`src/sv/smalu_pkg.sv`:
```
`timescale 1ns / 1ps
// ----------------------------------------------------------------------------
// smalu_pkg
// Shared sizes, codes, types and helpers of the small matrix ALU.
// ----------------------------------------------------------------------------
package smalu_pkg;

    localparam int MAX_DIM = 4;
    localparam int DEPTH   = MAX_DIM * MAX_DIM;
    localparam int ADDR_W  = (DEPTH > 1) ? $clog2(DEPTH) : 1;
    localparam int IDX_W   = (MAX_DIM > 1) ? $clog2(MAX_DIM) : 1;
    localparam int DIM_W   = $clog2(MAX_DIM + 1);
    localparam int CFG_W   = 3;
    localparam int CFG_IDX_W = 2;
    localparam int VAL_W   = 32;
    localparam int FRAC_W  = 16;
    localparam int OIDX_W  = 4;
    localparam int ACC_W   = 2 * VAL_W - FRAC_W + $clog2(MAX_DIM) + 1;

    localparam logic [1:0] KIND_LOAD_A  = 2'd0;
    localparam logic [1:0] KIND_LOAD_B  = 2'd1;
    localparam logic [1:0] KIND_COMPUTE = 2'd2;

    localparam logic [1:0] OP_ADD = 2'd0;
    localparam logic [1:0] OP_SUB = 2'd1;
    localparam logic [1:0] OP_MUL = 2'd2;

    localparam logic [CFG_IDX_W-1:0] REG_ROWS_A = 2'd0;
    localparam logic [CFG_IDX_W-1:0] REG_COLS_A = 2'd1;
    localparam logic [CFG_IDX_W-1:0] REG_COLS_B = 2'd2;

    typedef enum logic [2:0] {
        B_IDLE,
        B_RD,
        B_MUL,
        B_ACC,
        B_EMIT
    } back_state_t;

    typedef struct packed {
        logic [1:0]              kind;
        logic [1:0]              op;
        logic [ADDR_W-1:0]       addr;
        logic signed [VAL_W-1:0] value;
    } item_t;

    function automatic logic [DIM_W-1:0] eff_dim(input logic [CFG_W-1:0] r);
        logic [DIM_W-1:0] d;
        if (r == '0)
            d = DIM_W'(1);
        else if (int'(r) > MAX_DIM)
            d = DIM_W'(MAX_DIM);
        else
            d = DIM_W'(r);
        return d;
    endfunction

    function automatic logic signed [VAL_W-1:0] sat32(input logic signed [ACC_W-1:0] v);
        logic signed [VAL_W-1:0] r;
        if (v > ACC_W'(signed'({1'b0, {(VAL_W-1){1'b1}}})))
            r = {1'b0, {(VAL_W-1){1'b1}}};
        else if (v < -ACC_W'(signed'({1'b0, {(VAL_W-1){1'b1}}})) - ACC_W'(1))
            r = {1'b1, {(VAL_W-1){1'b0}}};
        else
            r = v[VAL_W-1:0];
        return r;
    endfunction

endpackage

```
`src/sv/smalu_if.sv`:
```
`timescale 1ns / 1ps
// ----------------------------------------------------------------------------
// smalu_if
// Valid/ready channels of the small matrix ALU: request and result.
// ----------------------------------------------------------------------------
interface smalu_in_if;
    logic        valid;
    logic        ready;
    logic [1:0]  kind;
    logic [1:0]  op;
    logic [3:0]  elem_index;
    logic signed [smalu_pkg::VAL_W-1:0] value;

    modport source (output valid, kind, op, elem_index, value, input ready);
    modport sink   (input valid, kind, op, elem_index, value, output ready);
endinterface

interface smalu_out_if;
    logic        valid;
    logic        ready;
    logic [smalu_pkg::OIDX_W-1:0]       out_index;
    logic signed [smalu_pkg::VAL_W-1:0] out_value;
    logic        last;

    modport source (output valid, out_index, out_value, last, input ready);
    modport sink   (input valid, out_index, out_value, last, output ready);
endinterface

```
`src/sv/smalu_front.sv`:
```
`timescale 1ns / 1ps
// ----------------------------------------------------------------------------
// smalu_front
// Takes request beats, drops those with no effect, queues the rest.
// ----------------------------------------------------------------------------
module smalu_front (
    input  logic                clk,
    input  logic                rst_n,
    smalu_in_if.sink            in_ch,
    output logic                q_valid,
    output smalu_pkg::item_t    q_item,
    input  logic                q_pop
);

    smalu_pkg::item_t q_mem_reg [2];
    logic       wr_ptr_reg, wr_ptr_next;
    logic       rd_ptr_reg, rd_ptr_next;
    logic [1:0] cnt_reg, cnt_next;
    logic       accept;
    logic       keep;
    logic       push;
    logic       pop;

    assign in_ch.ready = (cnt_reg != 2'd2);
    assign accept      = in_ch.valid && in_ch.ready;

    always_comb
    begin
        case (in_ch.kind)
            smalu_pkg::KIND_LOAD_A,
            smalu_pkg::KIND_LOAD_B:  keep = (int'(in_ch.elem_index) < smalu_pkg::DEPTH);
            smalu_pkg::KIND_COMPUTE: keep = (in_ch.op inside {smalu_pkg::OP_ADD,
                                                              smalu_pkg::OP_SUB,
                                                              smalu_pkg::OP_MUL});
            default:                 keep = 1'b0;
        endcase
    end

    assign push    = accept && keep;
    assign q_valid = (cnt_reg != 2'd0);
    assign pop     = q_pop && q_valid;
    assign q_item  = q_mem_reg[rd_ptr_reg];

    always_comb
    begin
        wr_ptr_next = push ? ~wr_ptr_reg : wr_ptr_reg;
        rd_ptr_next = pop ? ~rd_ptr_reg : rd_ptr_reg;
        cnt_next    = cnt_reg + 2'(push) - 2'(pop);
    end

    always_ff @(posedge clk or negedge rst_n)
    begin
        if (!rst_n)
        begin
            wr_ptr_reg <= 1'b0;
            rd_ptr_reg <= 1'b0;
            cnt_reg    <= 2'd0;
        end
        else
        begin
            wr_ptr_reg <= wr_ptr_next;
            rd_ptr_reg <= rd_ptr_next;
            cnt_reg    <= cnt_next;
        end
    end

    always_ff @(posedge clk)
    begin
        if (push)
        begin
            q_mem_reg[wr_ptr_reg].kind  <= in_ch.kind;
            q_mem_reg[wr_ptr_reg].op    <= in_ch.op;
            q_mem_reg[wr_ptr_reg].addr  <= smalu_pkg::ADDR_W'(in_ch.elem_index);
            q_mem_reg[wr_ptr_reg].value <= in_ch.value;
        end
    end

endmodule

```
`src/sv/smalu_back.sv`:
```
`timescale 1ns / 1ps
// ----------------------------------------------------------------------------
// smalu_back
// Holds both matrix stores, runs loads and computes, registers the results.
// ----------------------------------------------------------------------------
module smalu_back (
    input  logic                         clk,
    input  logic                         rst_n,
    input  logic                         q_valid,
    input  smalu_pkg::item_t             q_item,
    output logic                         q_pop,
    input  logic [smalu_pkg::DIM_W-1:0]  ra,
    input  logic [smalu_pkg::DIM_W-1:0]  ca,
    input  logic [smalu_pkg::DIM_W-1:0]  cb,
    smalu_out_if.source                  out_ch
);

    localparam int ADDR_W = smalu_pkg::ADDR_W;
    localparam int IDX_W  = smalu_pkg::IDX_W;
    localparam int ACC_W  = smalu_pkg::ACC_W;
    localparam int VAL_W  = smalu_pkg::VAL_W;

    logic signed [VAL_W-1:0] a_mem [smalu_pkg::DEPTH];
    logic signed [VAL_W-1:0] b_mem [smalu_pkg::DEPTH];
    logic signed [VAL_W-1:0] a_rd_reg;
    logic signed [VAL_W-1:0] b_rd_reg;

    smalu_pkg::back_state_t state_reg, state_next;
    logic [1:0]               op_reg;
    logic [IDX_W-1:0]         i_reg, j_reg, k_reg;
    logic signed [ACC_W-1:0]  acc_reg;
    logic signed [2*VAL_W-1:0] prod_reg;
    logic                     out_valid_reg;
    logic [smalu_pkg::OIDX_W-1:0] out_index_reg;
    logic signed [VAL_W-1:0]  out_value_reg;
    logic                     out_last_reg;

    logic                     is_mul;
    logic [smalu_pkg::DIM_W-1:0] nc;
    logic                     k_last, j_last, i_last, el_last;
    logic [ADDR_W-1:0]        a_addr, b_addr;
    logic                     we_a, we_b, start, emit, out_free;

    assign is_mul   = (op_reg == smalu_pkg::OP_MUL);
    assign nc       = is_mul ? cb : ca;
    assign k_last   = (int'(k_reg) == int'(ca) - 1);
    assign j_last   = (int'(j_reg) == int'(nc) - 1);
    assign i_last   = (int'(i_reg) == int'(ra) - 1);
    assign el_last  = i_last && j_last;
    assign out_free = !out_valid_reg || out_ch.ready;

    always_comb
    begin
        if (is_mul)
        begin
            a_addr = ADDR_W'(int'(k_reg) * int'(ra) + int'(i_reg));
            b_addr = ADDR_W'(int'(j_reg) * int'(ca) + int'(k_reg));
        end
        else
        begin
            a_addr = ADDR_W'(int'(j_reg) * int'(ra) + int'(i_reg));
            b_addr = a_addr;
        end
    end

    // next state
    always_comb
    begin
        state_next = state_reg;
        case (state_reg)
            smalu_pkg::B_IDLE:
                if (q_valid && q_item.kind == smalu_pkg::KIND_COMPUTE)
                    state_next = smalu_pkg::B_RD;
            smalu_pkg::B_RD:
                state_next = smalu_pkg::B_MUL;
            smalu_pkg::B_MUL:
                state_next = is_mul ? smalu_pkg::B_ACC : smalu_pkg::B_EMIT;
            smalu_pkg::B_ACC:
                state_next = k_last ? smalu_pkg::B_EMIT : smalu_pkg::B_RD;
            smalu_pkg::B_EMIT:
                if (out_free)
                    state_next = el_last ? smalu_pkg::B_IDLE : smalu_pkg::B_RD;
            default:
                state_next = smalu_pkg::B_IDLE;
        endcase
    end

    // outputs
    always_comb
    begin
        q_pop = 1'b0;
        we_a  = 1'b0;
        we_b  = 1'b0;
        start = 1'b0;
        emit  = 1'b0;
        case (state_reg)
            smalu_pkg::B_IDLE:
            begin
                q_pop = q_valid;
                we_a  = q_valid && (q_item.kind == smalu_pkg::KIND_LOAD_A);
                we_b  = q_valid && (q_item.kind == smalu_pkg::KIND_LOAD_B);
                start = q_valid && (q_item.kind == smalu_pkg::KIND_COMPUTE);
            end
            smalu_pkg::B_EMIT:
                emit = out_free;
            default:
            begin
                q_pop = 1'b0;
            end
        endcase
    end

    always_ff @(posedge clk)
    begin
        if (we_a)
            a_mem[q_item.addr] <= q_item.value;
        if (we_b)
            b_mem[q_item.addr] <= q_item.value;
        a_rd_reg <= a_mem[a_addr];
        b_rd_reg <= b_mem[b_addr];
    end

    always_ff @(posedge clk or negedge rst_n)
    begin
        if (!rst_n)
        begin
            state_reg     <= smalu_pkg::B_IDLE;
            out_valid_reg <= 1'b0;
        end
        else
        begin
            state_reg <= state_next;
            if (emit)
                out_valid_reg <= 1'b1;
            else if (out_ch.ready)
                out_valid_reg <= 1'b0;
        end
    end

    always_ff @(posedge clk)
    begin
        if (start)
        begin
            op_reg  <= q_item.op;
            i_reg   <= '0;
            j_reg   <= '0;
            k_reg   <= '0;
            acc_reg <= '0;
        end
        if (state_reg == smalu_pkg::B_MUL)
        begin
            if (is_mul)
                prod_reg <= a_rd_reg * b_rd_reg;
            else if (op_reg == smalu_pkg::OP_ADD)
                acc_reg <= ACC_W'(a_rd_reg) + ACC_W'(b_rd_reg);
            else
                acc_reg <= ACC_W'(a_rd_reg) - ACC_W'(b_rd_reg);
        end
        if (state_reg == smalu_pkg::B_ACC)
        begin
            // drop the low fraction bits: floor of the product
            acc_reg <= acc_reg + ACC_W'(prod_reg >>> smalu_pkg::FRAC_W);
            if (!k_last)
                k_reg <= k_reg + IDX_W'(1);
        end
        if (emit)
        begin
            out_index_reg <= smalu_pkg::OIDX_W'(int'(i_reg) * int'(nc) + int'(j_reg));
            out_value_reg <= smalu_pkg::sat32(acc_reg);
            out_last_reg  <= el_last;
            acc_reg       <= '0;
            k_reg         <= '0;
            if (j_last)
            begin
                j_reg <= '0;
                i_reg <= i_reg + IDX_W'(1);
            end
            else
                j_reg <= j_reg + IDX_W'(1);
        end
    end

    assign out_ch.valid     = out_valid_reg;
    assign out_ch.out_index = out_index_reg;
    assign out_ch.out_value = out_value_reg;
    assign out_ch.last      = out_last_reg;

endmodule

```
`src/sv/small_matrix_alu.sv`:
```
`timescale 1ns / 1ps
// ----------------------------------------------------------------------------
// small_matrix_alu
// Small fixed-point matrix add, subtract and multiply unit.
// ----------------------------------------------------------------------------
// Use: set rows_a, cols_a, cols_b on the cfg port (index 0..2) while idle.
// Send load beats (kind 0 for A, 1 for B) with a column-major elem_index and
// a Q16.16 value, then a compute beat (kind 2) with op add, sub or mul.
// Each compute returns its elements row by row on the result channel, one
// beat each, with last on the final one.
// The request channel feeds a two-entry queue; a load is written to its store
// when the back end takes it off the queue, which it does only while idle.
// A compute runs element by element: a registered read of both stores, then
// add, subtract or multiply, and for multiply an accumulate per cols_a term
// on the single multiplier; each result then passes the result register.
// When the receiver stalls, the result register holds, the compute waits,
// and the queue fills until request ready drops.
// Reset empties the queue and result register and sets all sizes to 2; store
// contents stay undefined until loaded.
// ----------------------------------------------------------------------------
module small_matrix_alu (
    input  logic                            clk,
    input  logic                            rst_n,
    smalu_in_if.sink                        in_ch,
    smalu_out_if.source                     out_ch,
    input  logic                            cfg_we,
    input  logic [smalu_pkg::CFG_IDX_W-1:0] cfg_index,
    input  logic [smalu_pkg::CFG_W-1:0]     cfg_data
);

    logic [smalu_pkg::CFG_W-1:0] rows_a_reg, cols_a_reg, cols_b_reg;
    logic             q_valid;
    logic             q_pop;
    smalu_pkg::item_t q_item;

    always_ff @(posedge clk or negedge rst_n)
    begin
        if (!rst_n)
        begin
            rows_a_reg <= smalu_pkg::CFG_W'(2);
            cols_a_reg <= smalu_pkg::CFG_W'(2);
            cols_b_reg <= smalu_pkg::CFG_W'(2);
        end
        else if (cfg_we)
        begin
            case (cfg_index)
                smalu_pkg::REG_ROWS_A: rows_a_reg <= cfg_data;
                smalu_pkg::REG_COLS_A: cols_a_reg <= cfg_data;
                smalu_pkg::REG_COLS_B: cols_b_reg <= cfg_data;
                default:               rows_a_reg <= rows_a_reg;
            endcase
        end
    end

    smalu_front u_front (
        .clk     (clk),
        .rst_n   (rst_n),
        .in_ch   (in_ch),
        .q_valid (q_valid),
        .q_item  (q_item),
        .q_pop   (q_pop)
    );

    smalu_back u_back (
        .clk     (clk),
        .rst_n   (rst_n),
        .q_valid (q_valid),
        .q_item  (q_item),
        .q_pop   (q_pop),
        .ra      (smalu_pkg::eff_dim(rows_a_reg)),
        .ca      (smalu_pkg::eff_dim(cols_a_reg)),
        .cb      (smalu_pkg::eff_dim(cols_b_reg)),
        .out_ch  (out_ch)
    );

endmodule

```
`src/flat_wrapper.sv`:
```
// flat-port wrapper written by rule: the top's interface ports become plain ports
module small_matrix_alu_flat 
  (clk, rst_n, cfg_we, cfg_index, cfg_data, in_ch_valid, in_ch_kind, in_ch_op, in_ch_elem_index, in_ch_value, in_ch_ready, out_ch_valid, out_ch_out_index, out_ch_out_value, out_ch_last, out_ch_ready);
  smalu_in_if in_ch_i ();
  smalu_out_if out_ch_i ();
  input  logic clk;
  input  logic rst_n;
  input  logic cfg_we;
  input  logic [smalu_pkg::CFG_IDX_W-1:0] cfg_index;
  input  logic [smalu_pkg::CFG_W-1:0] cfg_data;
  input wire logic [$bits(in_ch_i.valid)-1:0] in_ch_valid;
  input wire logic [$bits(in_ch_i.kind)-1:0] in_ch_kind;
  input wire logic [$bits(in_ch_i.op)-1:0] in_ch_op;
  input wire logic [$bits(in_ch_i.elem_index)-1:0] in_ch_elem_index;
  input wire logic [$bits(in_ch_i.value)-1:0] in_ch_value;
  output wire logic [$bits(in_ch_i.ready)-1:0] in_ch_ready;
  output wire logic [$bits(out_ch_i.valid)-1:0] out_ch_valid;
  output wire logic [$bits(out_ch_i.out_index)-1:0] out_ch_out_index;
  output wire logic [$bits(out_ch_i.out_value)-1:0] out_ch_out_value;
  output wire logic [$bits(out_ch_i.last)-1:0] out_ch_last;
  input wire logic [$bits(out_ch_i.ready)-1:0] out_ch_ready;
  assign in_ch_i.valid = in_ch_valid;
  assign in_ch_i.kind = in_ch_kind;
  assign in_ch_i.op = in_ch_op;
  assign in_ch_i.elem_index = in_ch_elem_index;
  assign in_ch_i.value = in_ch_value;
  assign in_ch_ready = in_ch_i.ready;
  assign out_ch_valid = out_ch_i.valid;
  assign out_ch_out_index = out_ch_i.out_index;
  assign out_ch_out_value = out_ch_i.out_value;
  assign out_ch_last = out_ch_i.last;
  assign out_ch_i.ready = out_ch_ready;
  small_matrix_alu u_core (.clk(clk), .rst_n(rst_n), .in_ch(in_ch_i), .out_ch(out_ch_i), .cfg_we(cfg_we), .cfg_index(cfg_index), .cfg_data(cfg_data));
endmodule
```
`config.mk`:
```
export PLATFORM = sky130hd
export DESIGN_NAME = small_matrix_alu_flat
export DESIGN_NICKNAME = d
export VERILOG_FILES = /design/src/sv/smalu_pkg.sv /design/src/sv/smalu_if.sv /design/src/sv/smalu_front.sv /design/src/sv/smalu_back.sv /design/src/sv/small_matrix_alu.sv /design/src/flat_wrapper.sv
export SDC_FILE = /design/constraint.sdc
export NUM_CORES = 2
export LEC_CHECK = 0
export CORE_ASPECT_RATIO = 0.75
export CORE_MARGIN = 1.5
export CORE_UTILIZATION = 56
export DETAILED_ROUTE_END_ITERATION = 12
export DONT_BUFFER_PORTS = 1
export GPL_TIMING_DRIVEN = 1
export PLACE_DENSITY_LB_ADDON = 0.1
export SETUP_SLACK_MARGIN = 0.5
export SLEW_MARGIN = 15
export SYNTH_ARGS = -nofsm -noshare
export SYNTH_HDL_FRONTEND = slang
export SYNTH_SLANG_ARGS = --single-unit
```
`constraint.sdc`:
```
create_clock -name clk -period 14 [get_ports clk]
set_clock_uncertainty 0.1 [all_clocks]
set_input_delay 0.7 -clock clk [delete_from_list [all_inputs] [get_ports clk]]
set_output_delay 0.7 -clock clk [all_outputs]
set_load 0.03 [all_outputs]
```
# Word-level counts from Yosys, hierarchy flattened
# Memories as Yosys holds them, arrays and structs flattened. A register that Yosys moved wholly into a read port is not among the register bits.
# Index checks and enable logic that the tools add are counted.
# word_totals
output_inout_bits	39
ff_bits	177
inputBits	50
latch_bits	0
n_memories	3
ramBits	1104
romBits	0
elab_cells	138
# memory_table
memory	depth	word_bits	rd	rd_clocked_by_memory_dff	wr	line	text
u_core.u_back.a_mem	16	32	1	1	1	smalu_back.sv:23	logic signed [VAL_W-1:0] a_mem [smalu_pkg::DEPTH];
u_core.u_back.b_mem	16	32	1	1	1	smalu_back.sv:24	logic signed [VAL_W-1:0] b_mem [smalu_pkg::DEPTH];
u_core.u_front.q_mem_reg	2	40	1	0	1	smalu_front.sv:15	smalu_pkg::item_t q_mem_reg [2];
# classes
n_addsub	15
shift	0
n_bitwise	2
n_reduce_logical	28
muxes	44
div_mod_pow	0
order_cmp	5
eq_ne	19
mul	5
# ops
op	count
$mux 51	5
$mul 32x32->64	1
$add 51x48->51	1
$gt 51x32->1 const B	1
$lt 51x32->1 const B	1
$add 32x32->33	1
$mux 3	11
$sub 32x32->33	1
$mux 32	1
$mux 2	9
$add 4x2->4	4
$mul 2x3->4	4
$pmux 3 s5	1
$mux 1	14
$eq 3x4->1	3
$logic_not 3->1	4
$sub 3x1->4 const B	3
$eq 2x2->1 const B	5
$logic_not 2->1	5
$reduce_and 2->1	5
$gt 3x3->1 const B	3
$eq 2x1->1 const B	4
$mux 4	2
$logic_and 1x1->1	7
14 further kinds	22

# Logic depth before layout (Yosys ltp)
# logic_depth
depth_word	10
depth_mapped	32
mapped_depth_nobuf	30

# By module
# From an unflattened synthesis, not the netlist that was laid out.
# hier_totals
cells_unflattened	7036
area_unflattened_um2	90545.6
# modules_own_cells
module	cells_each	seq_area_each_um2	instances	area_each_um2
smalu_back	6858	35904.4	1	86858.3
smalu_front	145	2502.4	1	3273.1
small_matrix_alu	33	229.0	1	414.1

# Least setup slack after synthesis
# No wires, ideal clock.
# synth_timing
kind	flip-flop to flip-flop
startpoint	reg u_core.u_back.b_rd_reg[2], read port of u_core.u_back.b_mem
endpoint	reg u_core.u_back.prod_reg[63], data pin
path_stages_with_launch	28
setup_time_ns	0.263
arrival_time_ns	7.642
n_path_buf	2
slack_ns	5.995
period_less_slack_ns	8.005
t_required_ns	13.637
path_cell_list	dfxtp_1 -> clkbuf_1 -> clkbuf_1 -> nand2_1 -> inv_1 -> fa_1 -> fa_1 -> fa_1 -> fa_1 -> inv_1 -> fa_1 -> inv_1 -> fa_1 -> inv_1 -> fa_1 -> fa_1 -> inv_1 -> ha_1 -> and4_1 -> nand2_1 -> nor2_1 -> inv_1 -> a2111o_1 -> a21oi_1 -> nor2_1 -> a31oi_1 -> mux2i_1 -> nor4bb_1
# synth_via
elab_chain_len	1
# synth_rtl
element	line	text
from (decl)	smalu_back.sv:26	logic signed [VAL_W-1:0] b_rd_reg;
$mul 32x32->64	smalu_back.sv:153	prod_reg <= a_rd_reg * b_rd_reg;
to (signal assigned)	smalu_back.sv:153	
to (decl)	smalu_back.sv:32	logic signed [2*VAL_W-1:0] prod_reg;
# Every way passes these cells.
# A chain may end at the register's enable or synchronous reset.

# Final worst setup path
# layout_timing
startpoint	reg u_core.u_back.b_rd_reg[5], read port of u_core.u_back.b_mem
endpoint	reg u_core.u_back.prod_reg[63], data pin
# Same word-level chain as after synthesis.

==> flow_metrics.env <==
export IMPL_fillers=12400
export IMPL_hold_viol=0
export IMPL_globalplace_congestion=0.955
export IMPL_synth_adder_area_share=0.282
export IMPL_period_share=0.654
export IMPL_grt_pass1_wl_mm=362
export IMPL_drive_gt1_frac=0.100
export IMPL_synth_compound_area_frac=0.0462
export IMPL_port_buffers=0
export IMPL_hold_path_class="input port to flop"
export IMPL_worst_pin_slew_ns=1.18
export IMPL_drc=0
export IMPL_track_usage=0.302
export IMPL_status="finished clean"
export IMPL_routedWlPerCell_um=26.2
export IMPL_grt_pass1_vias=56400
export IMPL_cp_max_fo=20
export IMPL_cts_max_level=4
export IMPL_avgSynthCellArea_um2=12.9
export IMPL_slowest_stage="fa_1"
export IMPL_fin_ws_ns=4.84
export IMPL_ys_ff_latch=1329
export IMPL_dpl_hpwl_mm=160
export IMPL_io_pins=89
export IMPL_die_h_um=350
export IMPL_tns_ns=0
export IMPL_synthMuxAreaShare=0.0702
export IMPL_ys_warn_count=0
export IMPL_design_die_area_um2=163000
export IMPL_syn2layout_area_growth_pct=8.25
export IMPL_worstPathRequired_ns=14.53
export IMPL_cts_tree="yes"
export IMPL_numCtsBuffers=132
export IMPL_cts_num_sinks=1329
export IMPL_cts_resized=0
export IMPL_final_max_slew_violation_count=0
export IMPL_max_cap_violations=0
export IMPL_grt_ovfl_total=0
export IMPL_setup_violations=0
export IMPL_postCtsHoldBufs=44
export IMPL_startpoint_type="flop"
export IMPL_fp_dieW_um=466
export IMPL_yosysUniqueCellTypes=85
export IMPL_final_common_cell="edfxtp_1"
export IMPL_root_buffer="clkbuf_16"
export IMPL_hold_ws_ns=0.0909
export IMPL_dp_slack_ns=4.85
export IMPL_layout_nets=8326
export IMPL_antenna_found_initial=14
export IMPL_drtPass1Iterations=6
export IMPL_slew_limit_headroom=0.207
export IMPL_syn_inst=6960
export IMPL_placementRows=127
export IMPL_core_um2=160000
export IMPL_end_kind="flop"
export IMPL_clk_path_buf_depth=3
export IMPL_final_cell_mix="1193 x edfxtp_1, 1091 x fa_1, 1047 x inv_1"
export IMPL_initial_core_util=0.563
export IMPL_synth_net_count=8381
export IMPL_synth_seq_area_share=0.430
export IMPL_synth_top_family_by_area="adder cells"
export IMPL_cts_setup_buffers=0
export IMPL_vias=54400
export IMPL_synth_edf_count=1193
export IMPL_grt_start_max_net_pins=95
export IMPL_synthSimpleGateAreaFrac=0.0960
export IMPL_viasPerCell=5.95
export IMPL_max_stage_delay_ns=0.96
export IMPL_async_flop_share=0.0128
export IMPL_synthXorXnorAreaFrac=0.0169
export IMPL_detail_route_antenna_nets=0
export IMPL_syn_area_um2=89900
export IMPL_cts_clk_slew_worst_paths_ns=0.07
export IMPL_clock_latency_ns=0.80
export IMPL_period_minus_slack_ns=9.16
export IMPL_arrival_ns=9.69
export IMPL_routed_wl_mm=239
export IMPL_fmax_ghz=0.109
export IMPL_synthFlopType="edfxtp_1"
export IMPL_rsz0062_at_grt="no"
export IMPL_drtIter0Drc=5627
export IMPL_critical_path_class="flop to flop"
==> routing by layer <==
metal,share of wire,GRT usage
met3,0.12,0.0924
met2,0.41,0.414
met5,0.00020,0
met4,0.015,0.0578
met1,0.45,0.476
==> worst paths after layout <==
path                            cells after the start                      start                         end  slack (ns)
worst max-delay path                               28  u_core.u_back.b_rd_reg[5]  u_core.u_back.prod_reg[63]        4.84
worst max register to register                     28  u_core.u_back.b_rd_reg[5]  u_core.u_back.prod_reg[63]        4.84
max in group asynchronous                           1                      rst_n   u_core.u_front.rd_ptr_reg       12.88
min in group asynchronous                           1                      rst_n   u_core.u_front.rd_ptr_reg        0.35
worst min register to register                      1       u_core.cols_a_reg[0]        u_core.cols_a_reg[0]        0.42
worst min-delay path                                2               out_ch_ready  u_core.u_back.out_ch.valid        0.09
==> logic make-up (layout without fill, tap and decap cells) <==
kind of cell,after synthesis,in the layout
AND/OR/NAND/NOR,1758,1758
buffers and inverters,1409,1460
adder cells (fa/ha/maj),1371,1371
flip-flops,1329,1329
AO/OA/AOI/OAI,615,615
multiplexers,305,305
XOR/XNOR,173,173
other,0,3
==> critical path, delay by kind of cell, from the launching register on <==
kind / cells / cell delay (ns)
adders and majority gates: 9 / 4.73
buffers and inverters: 9 / 1.48
and+or+nand+nor: 6 / 0.97
AOI/OAI and AO/OA: 3 / 0.80
DFF: 1 / 0.73
muxes: 1 / 0.13
==> through the flow <==
step | std cells | cell area [um2] | util
after floorplan | 6960 | 89900 | -
after global placement | 8855 | 92600 | 0.580
after detailed placement | 8855 | 92600 | 0.580
after CTS | 9139 | 97300 | 0.610
after global routing | 9141 | 97300 | 0.610
final | 9142 | 97400 | 0.610
==> synthesized netlist by cell type, types with 19 or more instances <==
cell,n,area share
o21ai_0,68,0.0038
xnor2_1,115,0.011
nand2_1,790,0.033
nor2b_1,30,0.0021
mux2_2,43,0.0054
ha_1,280,0.039
and2_1,575,0.040
mux4_2,256,0.064
fa_1,1091,0.24
nand4_1,19,0.0013
a31oi_1,84,0.0058
dfxtp_1,119,0.026
inv_1,1048,0.044
a21oi_1,144,0.0080
buf_1,33,0.0014
edfxtp_1,1193,0.40
xor2_1,57,0.0056
nor3_1,29,0.0016
a221oi_1,21,0.0020
a211oi_1,104,0.0087
or3_1,19,0.0013
nand3_1,36,0.0020
nand2b_1,33,0.0023
clkbuf_1,309,0.013
a21o_1,66,0.0055
nor2_1,161,0.0067
==> layout make-up <==
type | count | area [um2] | area share
Multi-Input combinational cell | 4222 | 46300 | 0.476
Tap cell | 2128 | 2660 | 0.0273
Clock buffer | 168 | 3490 | 0.0358
Clock inverter | 72 | 847 | 0.00870
Antenna cell | 3 | 7.51 | 0.0000771
Inverter | 1048 | 3940 | 0.0404
Sequential cell | 1329 | 38600 | 0.397
Timing Repair Buffer | 172 | 1430 | 0.0147
Power is left out: the tool's default activity adds up to more than one toggle a clock period on the data nets, which glitch-free logic cannot reach.
